**src/rtl/cfa_pkg.sv**
```systemverilog
// ----------------------------------------------------------------------------
// cfa_pkg
// Shared types, register indexes and defaults of the contiguous fit allocator.
// ----------------------------------------------------------------------------
package cfa_pkg;

   localparam int DATA_WIDTH      = 16;
   localparam int BLOCK_WIDTH     = 2;
   localparam int CSR_INDEX_WIDTH = 3;

   localparam int NUM_BLOCKS_DEFAULT  = 4;
   localparam int MAX_REGIONS_DEFAULT = 16;
   localparam int ADDR_WIDTH_DEFAULT  = 16;

   localparam logic [CSR_INDEX_WIDTH-1:0] CSR_FIT_MODE     = 3'd0;
   localparam logic [CSR_INDEX_WIDTH-1:0] CSR_BLOCK_SIZE_0 = 3'd1;
   localparam logic [CSR_INDEX_WIDTH-1:0] CSR_BLOCK_SIZE_3 = 3'd4;

   typedef enum logic [1:0] {
      FIT_FIRST = 2'd0,
      FIT_BEST  = 2'd1,
      FIT_WORST = 2'd2,
      FIT_NEXT  = 2'd3
   } fit_mode_type;

   typedef enum logic [2:0] {
      ST_IDLE,
      ST_SCAN_RD,
      ST_SCAN_EV,
      ST_DECIDE,
      ST_SHIFT_RD,
      ST_SHIFT_WR,
      ST_INSERT,
      ST_FINISH
   } state_type;

   typedef struct packed {
      logic                  found;
      logic                  after;
      logic [DATA_WIDTH-1:0] len;
   } cand_type;

   typedef struct packed {
      logic                  take;
      logic                  after;
      logic [DATA_WIDTH-1:0] len;
   } gap_result_type;

endpackage

```
**src/rtl/cfa_region_mem.sv**
```systemverilog
// ----------------------------------------------------------------------------
// cfa_region_mem
// Region table: start and length per entry, one write and one registered read.
// ----------------------------------------------------------------------------
module cfa_region_mem #(
   parameter int DEPTH = 64,
   parameter int AW    = 6,
   parameter int SW    = 16
) (
   input  logic          clock,
   input  logic          wr_en,
   input  logic [AW-1:0] wr_addr,
   input  logic [SW-1:0] wr_start,
   input  logic [SW-1:0] wr_length,
   input  logic [AW-1:0] rd_addr,
   output logic [SW-1:0] rd_start,
   output logic [SW-1:0] rd_length
);

   logic [SW-1:0] start_mem  [DEPTH];
   logic [SW-1:0] length_mem [DEPTH];
   logic [SW-1:0] rd_start_ff;
   logic [SW-1:0] rd_length_ff;

   always_ff @(posedge clock) begin
      if (wr_en) begin
         start_mem[wr_addr]  <= wr_start;
         length_mem[wr_addr] <= wr_length;
      end
      rd_start_ff  <= start_mem[rd_addr];
      rd_length_ff <= length_mem[rd_addr];
   end

   assign rd_start  = rd_start_ff;
   assign rd_length = rd_length_ff;

endmodule

```
**src/rtl/cfa_gap_eval.sv**
```systemverilog
// ----------------------------------------------------------------------------
// cfa_gap_eval
// Gap unit: measures one free gap and decides whether it replaces the
// current candidate under the selected fit policy.
// ----------------------------------------------------------------------------
module cfa_gap_eval (
   input  logic [cfa_pkg::DATA_WIDTH-1:0]  gap_lo,
   input  logic [cfa_pkg::DATA_WIDTH-1:0]  gap_hi,
   input  logic [cfa_pkg::DATA_WIDTH-1:0]  req_size,
   input  cfa_pkg::fit_mode_type           mode,
   input  logic [cfa_pkg::BLOCK_WIDTH-1:0] blk,
   input  logic [cfa_pkg::BLOCK_WIDTH-1:0] cursor_block,
   input  logic [cfa_pkg::DATA_WIDTH-1:0]  cursor_offset,
   input  cfa_pkg::cand_type               cand,
   output cfa_pkg::gap_result_type         result
);
   import cfa_pkg::*;

   logic [DATA_WIDTH-1:0] len;
   logic                  fits;
   logic                  after;
   logic                  take;

   always_comb begin
      len   = gap_hi - gap_lo;
      fits  = (gap_hi > gap_lo) && (len >= req_size);
      after = (blk > cursor_block) || ((blk == cursor_block) && (gap_lo >= cursor_offset));
      case (mode)
         FIT_FIRST: take = fits && !cand.found;
         FIT_BEST:  take = fits && (!cand.found || (len < cand.len));
         FIT_WORST: take = fits && (!cand.found || (len > cand.len));
         FIT_NEXT:  take = fits && (!cand.found || (after && !cand.after));
         default:   take = 1'b0;
      endcase
      result.take  = take;
      result.after = after;
      result.len   = len;
   end

endmodule

```
**src/rtl/contiguous_fit_allocator.sv**
```systemverilog
// ----------------------------------------------------------------------------
// contiguous_fit_allocator
// Places each request in a free gap of one of NUM_BLOCKS memory blocks and
// returns grant, block and offset. A request visits every gap of every block
// in order; for each gap it reads the region table, then passes the gap
// through the gap unit. It then moves the regions above the chosen gap up by
// one, reading and writing back each moved entry, and writes the new region.
// A refused request skips the move and the write, and a request of size zero
// is refused without a scan. A new request is taken only in idle, once the
// last one is finished. Results wait in an output register, so the next
// request is taken while the last result is still stalled.
// ----------------------------------------------------------------------------
module contiguous_fit_allocator #(
   parameter int NUM_BLOCKS  = cfa_pkg::NUM_BLOCKS_DEFAULT,
   parameter int MAX_REGIONS = cfa_pkg::MAX_REGIONS_DEFAULT,
   parameter int ADDR_WIDTH  = cfa_pkg::ADDR_WIDTH_DEFAULT
) (
   input  logic                                clock,
   input  logic                                reset,
   input  logic                                req_valid,
   output logic                                req_stall,
   input  logic [cfa_pkg::DATA_WIDTH-1:0]      req_request_size,
   output logic                                rsp_valid,
   input  logic                                rsp_stall,
   output logic                                rsp_granted,
   output logic [cfa_pkg::BLOCK_WIDTH-1:0]     rsp_chosen_block,
   output logic [cfa_pkg::DATA_WIDTH-1:0]      rsp_start_offset,
   input  logic                                csr_valid,
   output logic                                csr_ready,
   input  logic [cfa_pkg::CSR_INDEX_WIDTH-1:0] csr_index,
   input  logic [cfa_pkg::DATA_WIDTH-1:0]      csr_wdata
);
   import cfa_pkg::*;

   localparam int IW        = $clog2(MAX_REGIONS);
   localparam int CW        = $clog2(MAX_REGIONS + 1);
   localparam int BW        = (NUM_BLOCKS > 1) ? $clog2(NUM_BLOCKS) : 1;
   localparam int MEM_DEPTH = NUM_BLOCKS * (2 ** IW);
   localparam int MEM_AW    = $clog2(MEM_DEPTH);
   localparam int SW        = (ADDR_WIDTH < DATA_WIDTH) ? ADDR_WIDTH : DATA_WIDTH;
   localparam logic [DATA_WIDTH-1:0] CAP_MAX = (ADDR_WIDTH >= DATA_WIDTH) ?
      {DATA_WIDTH{1'b1}} : DATA_WIDTH'((64'd1 << ADDR_WIDTH) - 64'd1);
   localparam logic [CW-1:0] MAX_COUNT = CW'(MAX_REGIONS);
   localparam logic [BW-1:0] LAST_BLK  = BW'(NUM_BLOCKS - 1);

   state_type               state_ff, state_in;
   fit_mode_type            fit_mode_ff, fit_mode_in;
   logic [DATA_WIDTH-1:0]   block_size_ff [NUM_BLOCKS];
   logic [DATA_WIDTH-1:0]   block_size_in [NUM_BLOCKS];
   logic [CW-1:0]           count_ff [NUM_BLOCKS];
   logic [CW-1:0]           count_in [NUM_BLOCKS];
   logic [BLOCK_WIDTH-1:0]  cursor_block_ff, cursor_block_in;
   logic [SW-1:0]           cursor_offset_ff, cursor_offset_in;
   logic [DATA_WIDTH-1:0]   req_size_ff, req_size_in;
   logic [BW-1:0]           blk_ff, blk_in;
   logic [CW-1:0]           gap_ff, gap_in;
   logic [DATA_WIDTH-1:0]   prev_end_ff, prev_end_in;
   cand_type                cand_ff, cand_in;
   logic [BW-1:0]           fb_ff, fb_in;
   logic [CW-1:0]           fg_ff, fg_in;
   logic [DATA_WIDTH-1:0]   fs_ff, fs_in;
   logic                    res_granted_ff, res_granted_in;
   logic                    rsp_valid_ff, rsp_valid_in;
   logic                    rsp_granted_ff, rsp_granted_in;
   logic [BLOCK_WIDTH-1:0]  rsp_block_ff, rsp_block_in;
   logic [DATA_WIDTH-1:0]   rsp_offset_ff, rsp_offset_in;

   logic                    scanning;
   logic [BW-1:0]           cnt_idx;
   logic [CW-1:0]           cnt_sel;
   logic [DATA_WIDTH-1:0]   cap_raw;
   logic [DATA_WIDTH-1:0]   cap_sel;
   logic                    at_tail;
   logic                    last_blk;
   logic                    out_free;
   logic                    req_take;
   logic [CW-1:0]           gap_dec;
   logic [DATA_WIDTH-1:0]   gap_hi;
   logic                    mem_we;
   logic [MEM_AW-1:0]       mem_waddr;
   logic [SW-1:0]           mem_wstart;
   logic [SW-1:0]           mem_wlength;
   logic [MEM_AW-1:0]       mem_raddr;
   logic [SW-1:0]           mem_rstart;
   logic [SW-1:0]           mem_rlength;
   gap_result_type          gap_res;

   cfa_region_mem #(
      .DEPTH (MEM_DEPTH),
      .AW    (MEM_AW),
      .SW    (SW)
   ) u_region_mem (
      .clock     (clock),
      .wr_en     (mem_we),
      .wr_addr   (mem_waddr),
      .wr_start  (mem_wstart),
      .wr_length (mem_wlength),
      .rd_addr   (mem_raddr),
      .rd_start  (mem_rstart),
      .rd_length (mem_rlength)
   );

   cfa_gap_eval u_gap_eval (
      .gap_lo        (prev_end_ff),
      .gap_hi        (gap_hi),
      .req_size      (req_size_ff),
      .mode          (fit_mode_ff),
      .blk           (BLOCK_WIDTH'(blk_ff)),
      .cursor_block  (cursor_block_ff),
      .cursor_offset (DATA_WIDTH'(cursor_offset_ff)),
      .cand          (cand_ff),
      .result        (gap_res)
   );

   assign scanning  = (state_ff == ST_SCAN_RD) || (state_ff == ST_SCAN_EV);
   assign cnt_idx   = scanning ? blk_ff : fb_ff;
   assign cnt_sel   = count_ff[cnt_idx];
   assign cap_raw   = block_size_ff[blk_ff];
   assign cap_sel   = (cap_raw > CAP_MAX) ? CAP_MAX : cap_raw;
   assign at_tail   = (gap_ff == cnt_sel);
   assign last_blk  = (blk_ff == LAST_BLK);
   assign out_free  = !rsp_valid_ff || !rsp_stall;
   assign req_take  = req_valid && !req_stall;
   assign gap_dec   = gap_ff - 1'b1;
   assign gap_hi    = at_tail ? cap_sel : DATA_WIDTH'(mem_rstart);

   // next state
   always_comb begin
      state_in = state_ff;
      case (state_ff)
         ST_IDLE: begin
            if (req_valid) begin
               state_in = (req_request_size == '0) ? ST_FINISH : ST_SCAN_RD;
            end
         end
         ST_SCAN_RD: state_in = ST_SCAN_EV;
         ST_SCAN_EV: state_in = (at_tail && last_blk) ? ST_DECIDE : ST_SCAN_RD;
         ST_DECIDE: begin
            if (!cand_ff.found || (cnt_sel >= MAX_COUNT)) begin
               state_in = ST_FINISH;
            end else begin
               state_in = ST_SHIFT_RD;
            end
         end
         ST_SHIFT_RD: state_in = (gap_ff > fg_ff) ? ST_SHIFT_WR : ST_INSERT;
         ST_SHIFT_WR: state_in = ST_SHIFT_RD;
         ST_INSERT:   state_in = ST_FINISH;
         ST_FINISH:   state_in = out_free ? ST_IDLE : ST_FINISH;
         default:     state_in = ST_IDLE;
      endcase
   end

   // datapath and table control
   always_comb begin
      req_stall        = (state_ff != ST_IDLE);
      csr_ready        = 1'b1;
      fit_mode_in      = fit_mode_ff;
      block_size_in    = block_size_ff;
      count_in         = count_ff;
      cursor_block_in  = cursor_block_ff;
      cursor_offset_in = cursor_offset_ff;
      req_size_in      = req_size_ff;
      blk_in           = blk_ff;
      gap_in           = gap_ff;
      prev_end_in      = prev_end_ff;
      cand_in          = cand_ff;
      fb_in            = fb_ff;
      fg_in            = fg_ff;
      fs_in            = fs_ff;
      res_granted_in   = res_granted_ff;
      rsp_valid_in     = rsp_valid_ff && rsp_stall;
      rsp_granted_in   = rsp_granted_ff;
      rsp_block_in     = rsp_block_ff;
      rsp_offset_in    = rsp_offset_ff;
      mem_we           = 1'b0;
      mem_waddr        = MEM_AW'({fb_ff, gap_ff[IW-1:0]});
      mem_wstart       = mem_rstart;
      mem_wlength      = mem_rlength;
      mem_raddr        = MEM_AW'({blk_ff, gap_ff[IW-1:0]});

      if (csr_valid && csr_ready) begin
         if (csr_index == CSR_FIT_MODE) begin
            fit_mode_in = fit_mode_type'(csr_wdata[1:0]);
         end else if ((csr_index >= CSR_BLOCK_SIZE_0) && (csr_index <= CSR_BLOCK_SIZE_3)) begin
            for (int k = 0; k < NUM_BLOCKS; k++) begin
               if (csr_index == CSR_BLOCK_SIZE_0 + CSR_INDEX_WIDTH'(k)) begin
                  block_size_in[k] = csr_wdata;
               end
            end
         end
      end

      case (state_ff)
         ST_IDLE: begin
            if (req_take) begin
               req_size_in    = req_request_size;
               blk_in         = '0;
               gap_in         = '0;
               prev_end_in    = '0;
               cand_in        = '0;
               res_granted_in = 1'b0;
            end
         end
         ST_SCAN_EV: begin
            if (gap_res.take) begin
               cand_in.found = 1'b1;
               cand_in.after = gap_res.after;
               cand_in.len   = gap_res.len;
               fb_in         = blk_ff;
               fg_in         = gap_ff;
               fs_in         = prev_end_ff;
            end
            if (at_tail) begin
               if (!last_blk) begin
                  blk_in = blk_ff + 1'b1;
               end
               gap_in      = '0;
               prev_end_in = '0;
            end else begin
               gap_in      = gap_ff + 1'b1;
               prev_end_in = DATA_WIDTH'(mem_rstart) + DATA_WIDTH'(mem_rlength);
            end
         end
         ST_DECIDE: begin
            gap_in = cnt_sel;
         end
         ST_SHIFT_RD: begin
            mem_raddr = MEM_AW'({fb_ff, gap_dec[IW-1:0]});
         end
         ST_SHIFT_WR: begin
            mem_we = 1'b1;
            gap_in = gap_dec;
         end
         ST_INSERT: begin
            mem_we           = 1'b1;
            mem_waddr        = MEM_AW'({fb_ff, fg_ff[IW-1:0]});
            mem_wstart       = fs_ff[SW-1:0];
            mem_wlength      = req_size_ff[SW-1:0];
            count_in[fb_ff]  = cnt_sel + 1'b1;
            cursor_block_in  = BLOCK_WIDTH'(fb_ff);
            cursor_offset_in = fs_ff[SW-1:0] + req_size_ff[SW-1:0];
            res_granted_in   = 1'b1;
         end
         ST_FINISH: begin
            if (out_free) begin
               rsp_valid_in   = 1'b1;
               rsp_granted_in = res_granted_ff;
               rsp_block_in   = res_granted_ff ? BLOCK_WIDTH'(fb_ff) : '0;
               rsp_offset_in  = res_granted_ff ? fs_ff : '0;
            end
         end
         default: begin
         end
      endcase
   end

   always_ff @(posedge clock) begin
      if (reset) begin
         state_ff         <= ST_IDLE;
         fit_mode_ff      <= FIT_FIRST;
         cursor_block_ff  <= '0;
         cursor_offset_ff <= '0;
         rsp_valid_ff     <= 1'b0;
         for (int k = 0; k < NUM_BLOCKS; k++) begin
            block_size_ff[k] <= '0;
            count_ff[k]      <= '0;
         end
      end else begin
         state_ff         <= state_in;
         fit_mode_ff      <= fit_mode_in;
         cursor_block_ff  <= cursor_block_in;
         cursor_offset_ff <= cursor_offset_in;
         rsp_valid_ff     <= rsp_valid_in;
         block_size_ff    <= block_size_in;
         count_ff         <= count_in;
      end
      req_size_ff    <= req_size_in;
      blk_ff         <= blk_in;
      gap_ff         <= gap_in;
      prev_end_ff    <= prev_end_in;
      cand_ff        <= cand_in;
      fb_ff          <= fb_in;
      fg_ff          <= fg_in;
      fs_ff          <= fs_in;
      res_granted_ff <= res_granted_in;
      rsp_granted_ff <= rsp_granted_in;
      rsp_block_ff   <= rsp_block_in;
      rsp_offset_ff  <= rsp_offset_in;
   end

   assign rsp_valid        = rsp_valid_ff;
   assign rsp_granted      = rsp_granted_ff;
   assign rsp_chosen_block = rsp_block_ff;
   assign rsp_start_offset = rsp_offset_ff;

   a_write_states: assert property (@(posedge clock) disable iff (reset)
      mem_we |-> ((state_ff == ST_SHIFT_WR) || (state_ff == ST_INSERT)))
      else $error("region table written outside shift or insert");

   a_insert_room: assert property (@(posedge clock) disable iff (reset)
      (state_ff == ST_INSERT) |-> (cnt_sel < MAX_COUNT))
      else $error("insert into a full region table");

   a_shift_bound: assert property (@(posedge clock) disable iff (reset)
      (state_ff == ST_SHIFT_WR) |-> (gap_ff > fg_ff))
      else $error("shift pointer below insertion point");

   a_refuse_zero: assert property (@(posedge clock) disable iff (reset)
      (rsp_valid && !rsp_granted) |-> ((rsp_chosen_block == '0) && (rsp_start_offset == '0)))
      else $error("refused request carries a placement");

   a_busy_after_take: assert property (@(posedge clock) disable iff (reset)
      req_take |=> (state_ff != ST_IDLE))
      else $error("request taken without leaving idle");

endmodule

```
**config.mk**
```make
export PLATFORM = sky130hd
export DESIGN_NAME = contiguous_fit_allocator
export DESIGN_NICKNAME = d
export VERILOG_FILES = /design/src/rtl/cfa_pkg.sv /design/src/rtl/cfa_region_mem.sv /design/src/rtl/cfa_gap_eval.sv /design/src/rtl/contiguous_fit_allocator.sv
export SDC_FILE = /design/constraint.sdc
export NUM_CORES = 2
export LEC_CHECK = 0
export BUFFER_PORTS_ARGS = -buffer_cell sky130_fd_sc_hd__buf_2
export CORE_MARGIN = 8
export CORE_UTILIZATION = 57
export DETAILED_ROUTE_END_ITERATION = 7
export PLACE_DENSITY = 0.76
export SLEW_MARGIN = 10
export SYNTH_ARGS = -nofsm -noshare
export SYNTH_HDL_FRONTEND = slang
export SYNTH_SLANG_ARGS = --single-unit
export TNS_END_PERCENT = 5
```
**constraint.sdc**
```tcl
create_clock -name clock -period 6.6 [get_ports clock]
set_input_delay 1.65 -clock clock [delete_from_list [all_inputs] [get_ports clock]]
set_output_delay 1.65 -clock clock [all_outputs]
set_load 0.005 [all_outputs]
```
# Word-level counts from Yosys, hierarchy flattened
# Memories as Yosys holds them, arrays and structs flattened. A register that Yosys moved wholly into a read port is not among the register bits.
# Cells that the tools add are included.
# word_totals
register_bits	208
mem_bits_rw	2048
inputBits	40
output_inout_bits	22
memories	2
wordCells	167
# mem_list
memory	depth	word_bits	read_ports	rd_ports_with_merged_regs	write_ports	line	text
u_region_mem.length_mem	64	16	1	1	1	cfa_region_mem.sv:21	logic [SW-1:0] length_mem [DEPTH];
u_region_mem.start_mem	64	16	1	1	1	cfa_region_mem.sv:20	logic [SW-1:0] start_mem [DEPTH];
# op_classes
bitwise	4
add_sub_neg	7
reduce_logical	46
muxes	44
magnitude_cmp	15
eq_ne	22
# op_table
cell	n
two-way mux 16 bit	8
two-way mux 18 bit	2
one-hot mux 18 bit (2 select lines)	1
adder 16 bit	2
binary-select mux 16 bit (select 2 bit)	1
>= comparator 16 bit	2
> comparator 16 bit	2
one-hot mux 16 bit (2 select lines)	1
two-way mux 5 bit	5
one-hot mux 3 bit (8 select lines)	1
bitwise mux 20 bit	1
one-hot mux 5 bit (4 select lines)	1
AND reduction 4 bit	5
> comparator 16 bit, second input constant	1
zero test 16 bit	1
less-than comparator 16 bit	1
subtractor 16 bit	1
equality test 3 bit, second input constant	5
two-way mux 2 bit	7
AND reduction 2 bit	7
equality test 3 x 2 -> 1 bit, second input constant	4
logical AND 1 bit	12
adder 5 x 1 -> 5 bit, second input constant	2
binary-select mux 5 bit (select 2 bit)	1
other kinds (35)	64

# Longest topological paths before layout
# depth
word_depth	16
ltp_mapped	29
ltp_nobuf	26

# Cells and area by module
# From an unflattened synthesis, not the netlist that was laid out.
# unflattened
cells_unflattened	4748
area_unflattened_um2	91397.7
# by_module_without_submodules
mod	instances	area_each_um2	cells_per_inst	seq_area_each_um2
cfa_region_mem	1	78685.5	3326	62139.6
contiguous_fit_allocator	1	10576.4	1113	5165.0
cfa_gap_eval	1	2135.8	309	0.0

# Least setup slack after synthesis
# Ideal clock, no wire load.
# synth_timing
path_type	register to register
startpoint	register state_ff[1]
endpoint	register fb_ff[0], enable pin
setup_ns	0.417
stages_incl_launch_ff	26
path_slack_ns	-0.576
arrival_ns	6.759
path_buffers	2
synth_period_minus_slack_ns	7.176
required_time_ns	6.183
path_cell_list	dfxtp_1 -> buf_4 -> xor2_2 -> a21boi_1 -> nor2_2 -> mux2_2 -> o21a_1 -> xnor2_1 -> nor4_2 -> buf_4 -> mux2_1 -> ha_1 -> a21o_1 -> a21o_1 -> a221oi_1 -> o21ai_0 -> a21oi_1 -> xnor2_1 -> ha_1 -> nand2_1 -> o21ai_0 -> a21o_1 -> a2111oi_0 -> a32oi_1 -> mux2i_1 -> a31oi_1
# synth_rtl
item	line	text
start: declaration	contiguous_fit_allocator.sv:46	state_type state_ff, state_in;
start signal: assignment	contiguous_fit_allocator.sv:269	state_ff <= state_in;
end signal: assignment	contiguous_fit_allocator.sv:282	fb_ff <= fb_in;
end: declaration	contiguous_fit_allocator.sv:59	logic [BW-1:0] fb_ff, fb_in;

==> metrics <==
status finished, final reports clean; share of the synthesized area in the top cell type 0.708; clk_skew about 53 ps; TritonRoute pass-1 iters 8; Worst Setup Start Kind flop; Core ar. 159000 µm²; post-synth net total 4827; Synth Register Bits 2288; First DRT Iteration DRCs 6001; row count 146; initial antenna violation count 11; Post-synth top cells edfxtp_1 (2148), mux4_2 (528), nand2_1 (291), mux2i_1 (271), dfxtp_1 (140); number of H-tree levels 4; vias in the first global route 47062; Final min period ~6400 ps; Final GP Congestion 0.962; Area Growth Syn to Fin 12.5%; remaining global-route overflow 0; DRT antenna net count 0; Max Slew Vio Count 0; CTS tree built; Reg area 67300 µm²; Seq/Total Area, Yosys 0.739; Die Height about 420 µm; final instance area 102000 µm²; Critical Path Sink Type flop; Rel. slew slack 0.143; nets@finish 5070; multi-input logic area 23300 µm²; CTS sink count 2288; clk_lat worst skew 870 ps; cell with the most instances after synthesis edfxtp_1; maximum clock frequency 157 MHz; Peak VDD IR 0.325 mV; layout cells sized above 1 0.242; Initial Utilization 0.575; ys flop type edfxtp_1; Async S/R FF share, synth 0; Hold Path End cursor_offset_ff[4]; GRT Total Usage 0.267; Placed Area 95300 µm²; Slew @ Worst Pin roughly 1300 ps; Synth Warn # 0; Distinct cells, synth 74; Post-Route Setup TNS 0 ps; cell count after synthesis 4679; drt drc 0; Reg clk slew, reported paths ~60 ps; max-cap violation count 0; crit share post-route 0.962; critical path class flop to flop; Filler Cell Count 10260; total via count in the routed design 47641; Critical Path Fanout Max 6; Req. time, crit path a little over 7000 ps; Synth Cell Area 91100 µm²; Pwr Density 344 nW/µm²; hold slack 453 ps; max incr delay on CP about 360 ps; cell leakage power 34.0 nW; number of enable flip-flop cells after synthesis about 2100; most frequent cell on the critical path buf_4; biggest area consumer among synthesized cells edfxtp_1; final number of setup-violating endpoints 0; vias per inst approximately 6.6; largest cells by area after synthesis edfxtp_1 (71%), mux4_2 (13%), dfxtp_1 (3.1%), mux2i_1 (3.0%), ha_1 (1.4%); Mean Syn Cell Area between 15 and 20 µm²; register-to-register setup slack 250 ps; port bufs 60; Hold Path Class flop to flop; Max Buffers Root-to-Sink 3; Detailed Route WL 235 mm; I/O pin cnt 62; TritonCTS Buffers 217; first-pass GRT wire length around 330 mm; chip width 416 µm; largest net degree at the start of global routing 104; slowest cell on the critical path dfxtp_4; die area 173000 µm²; Worst Hold Path Cells 2; final hold violations 0; reg2reg start state_ff[0]; Worst R2R Path Depth 29; RR Endpoint cand_ff[12]; dpl hpwl between 100 and 150 mm; CTS root buffer clkbuf_16; CP arrival 6900 ps; hold_sp cursor_offset_ff[4]; CTS Hold Bufs 0; wire per inst 32.7 µm
==> power breakdown <==
part	leakage (nW)	internal [W]	total, W	switching (W)
combinational	10.0	0.00190	0.00573	0.00384
sequential	20.6	0.0172	0.0173	0.000183
clock	3.39	0.00672	0.0122	0.00547
==> metrics by stage <==
step | utilization | power, W | worst slack (ps) | std cells
floorplan | - | 0.0210 | -99.4 | 4679
global placement | 0.601 | 0.0230 | 7.25 | 6762
detailed placement | 0.601 | 0.0232 | 24.1 | 6762
CTS | 0.645 | 0.0352 | 38.3 | 7160
global route | 0.646 | 0.0362 | -31.2 | 7174
finish | 0.646 | 0.0353 | 249 | 7180
==> worst max-delay path by stage <==
| stage | start | endpoint | slack, ps | depth (start not counted) |
|---|---|---|---|---|
| finish | state_ff[0] | cand_ff[12] | 250 | 29 |
| global route | state_ff[0] | cand_ff[12] | -30 | 29 |
| CTS | state_ff[0] | fs_ff[0] | 40 | 27 |
| detailed placement | state_ff[0] | fs_ff[12] | 20 | 27 |
| global placement | state_ff[0] | fs_ff[10] | 7 | 28 |
| floorplan | state_ff[1] | cand_ff[0] | -100 | 26 |
==> layout make-up <==
type,count,share of cell area
repair buffers,252,0.0196
multi-input cells,2065,0.227
inverters,98,0.00359
flip-flops and latches,2288,0.657
diodes,7,0.000171
clock inverters,128,0.0117
well taps,2072,0.0253
clock buffers,270,0.0560
==> worst max-delay path: cells and delay by family (launching register included) <==
family	cells	cell delay (ps)
compound gates	9	1700
xor+xnor	3	490
fa+ha+maj	2	620
buf+inv	6	960
flops	1	360
mux	4	1130
simple gates	5	770
==> sequential cells by signal (all words and copies together) (netlist names), 2 cells and up <==
signal / count
state_ff: 3
cursor_block_ff: 2
req_size_ff: 16
fit_mode_ff: 2
fg_ff: 5
prev_end_ff: 16
cand_ff: 18
rsp_chosen_block: 2
gap_ff: 5
u_region_mem.length_mem: 1024
blk_ff: 2
rsp_start_offset: 16
fs_ff: 16
u_region_mem.rd_start: 16
u_region_mem.start_mem: 1024
count_ff: 20
fb_ff: 2
cursor_offset_ff: 16
block_size_ff: 64
u_region_mem.rd_length: 16
==> metal layers <==
metal  part of all wire  track usage
met5            0.00020            0
met4              0.053        0.120
met3               0.10       0.0656
met2               0.47        0.416
met1               0.38        0.360
==> cells in the final DEF, fill, tap and decap left out, types with 46 or more instances in the layout <==
cell       synthesis  layout
inv_1             98      98
clkinv_2           0      46
buf_2             95      60
nand2_1          291     273
o21ai_0           69      49
nor2_1           128      64
ha_1             105     105
buf_4             15     169
a21oi_1          136     132
dfxtp_1          140     138
nor2_4             1      65
edfxtp_1        2148    2148
mux2i_1          271     270
mux4_2           528     528
clkbuf_16          0     221
o22ai_1          130     130
==> kinds of logic (layout without fill, tap and decap cells) <==
| group | count (synthesis) | in the layout | share of synthesized area |
|---|---|---|---|
| AO/OA/AOI/OAI | 448 | 448 | 0.0297 |
| XOR/XNOR | 56 | 56 | 0.00563 |
| adder cells (fa/ha/maj) | 108 | 108 | 0.0151 |
| buffers and inverters | 326 | 748 | 0.0155 |
| flip-flops | 2288 | 2288 | 0.739 |
| multiplexers | 818 | 818 | 0.163 |
| other | 1 | 8 | 0.0000412 |
| AND/OR/NAND/NOR | 634 | 634 | 0.0324 |
==> what timing repair did <==
action,in CTS,in global routing
pin swaps,0,16
buffers inserted,0,10
resized for setup,1,29
cloned,0,3
setup endpoints to repair,15,41
Power figures use the tool's default switching activity.
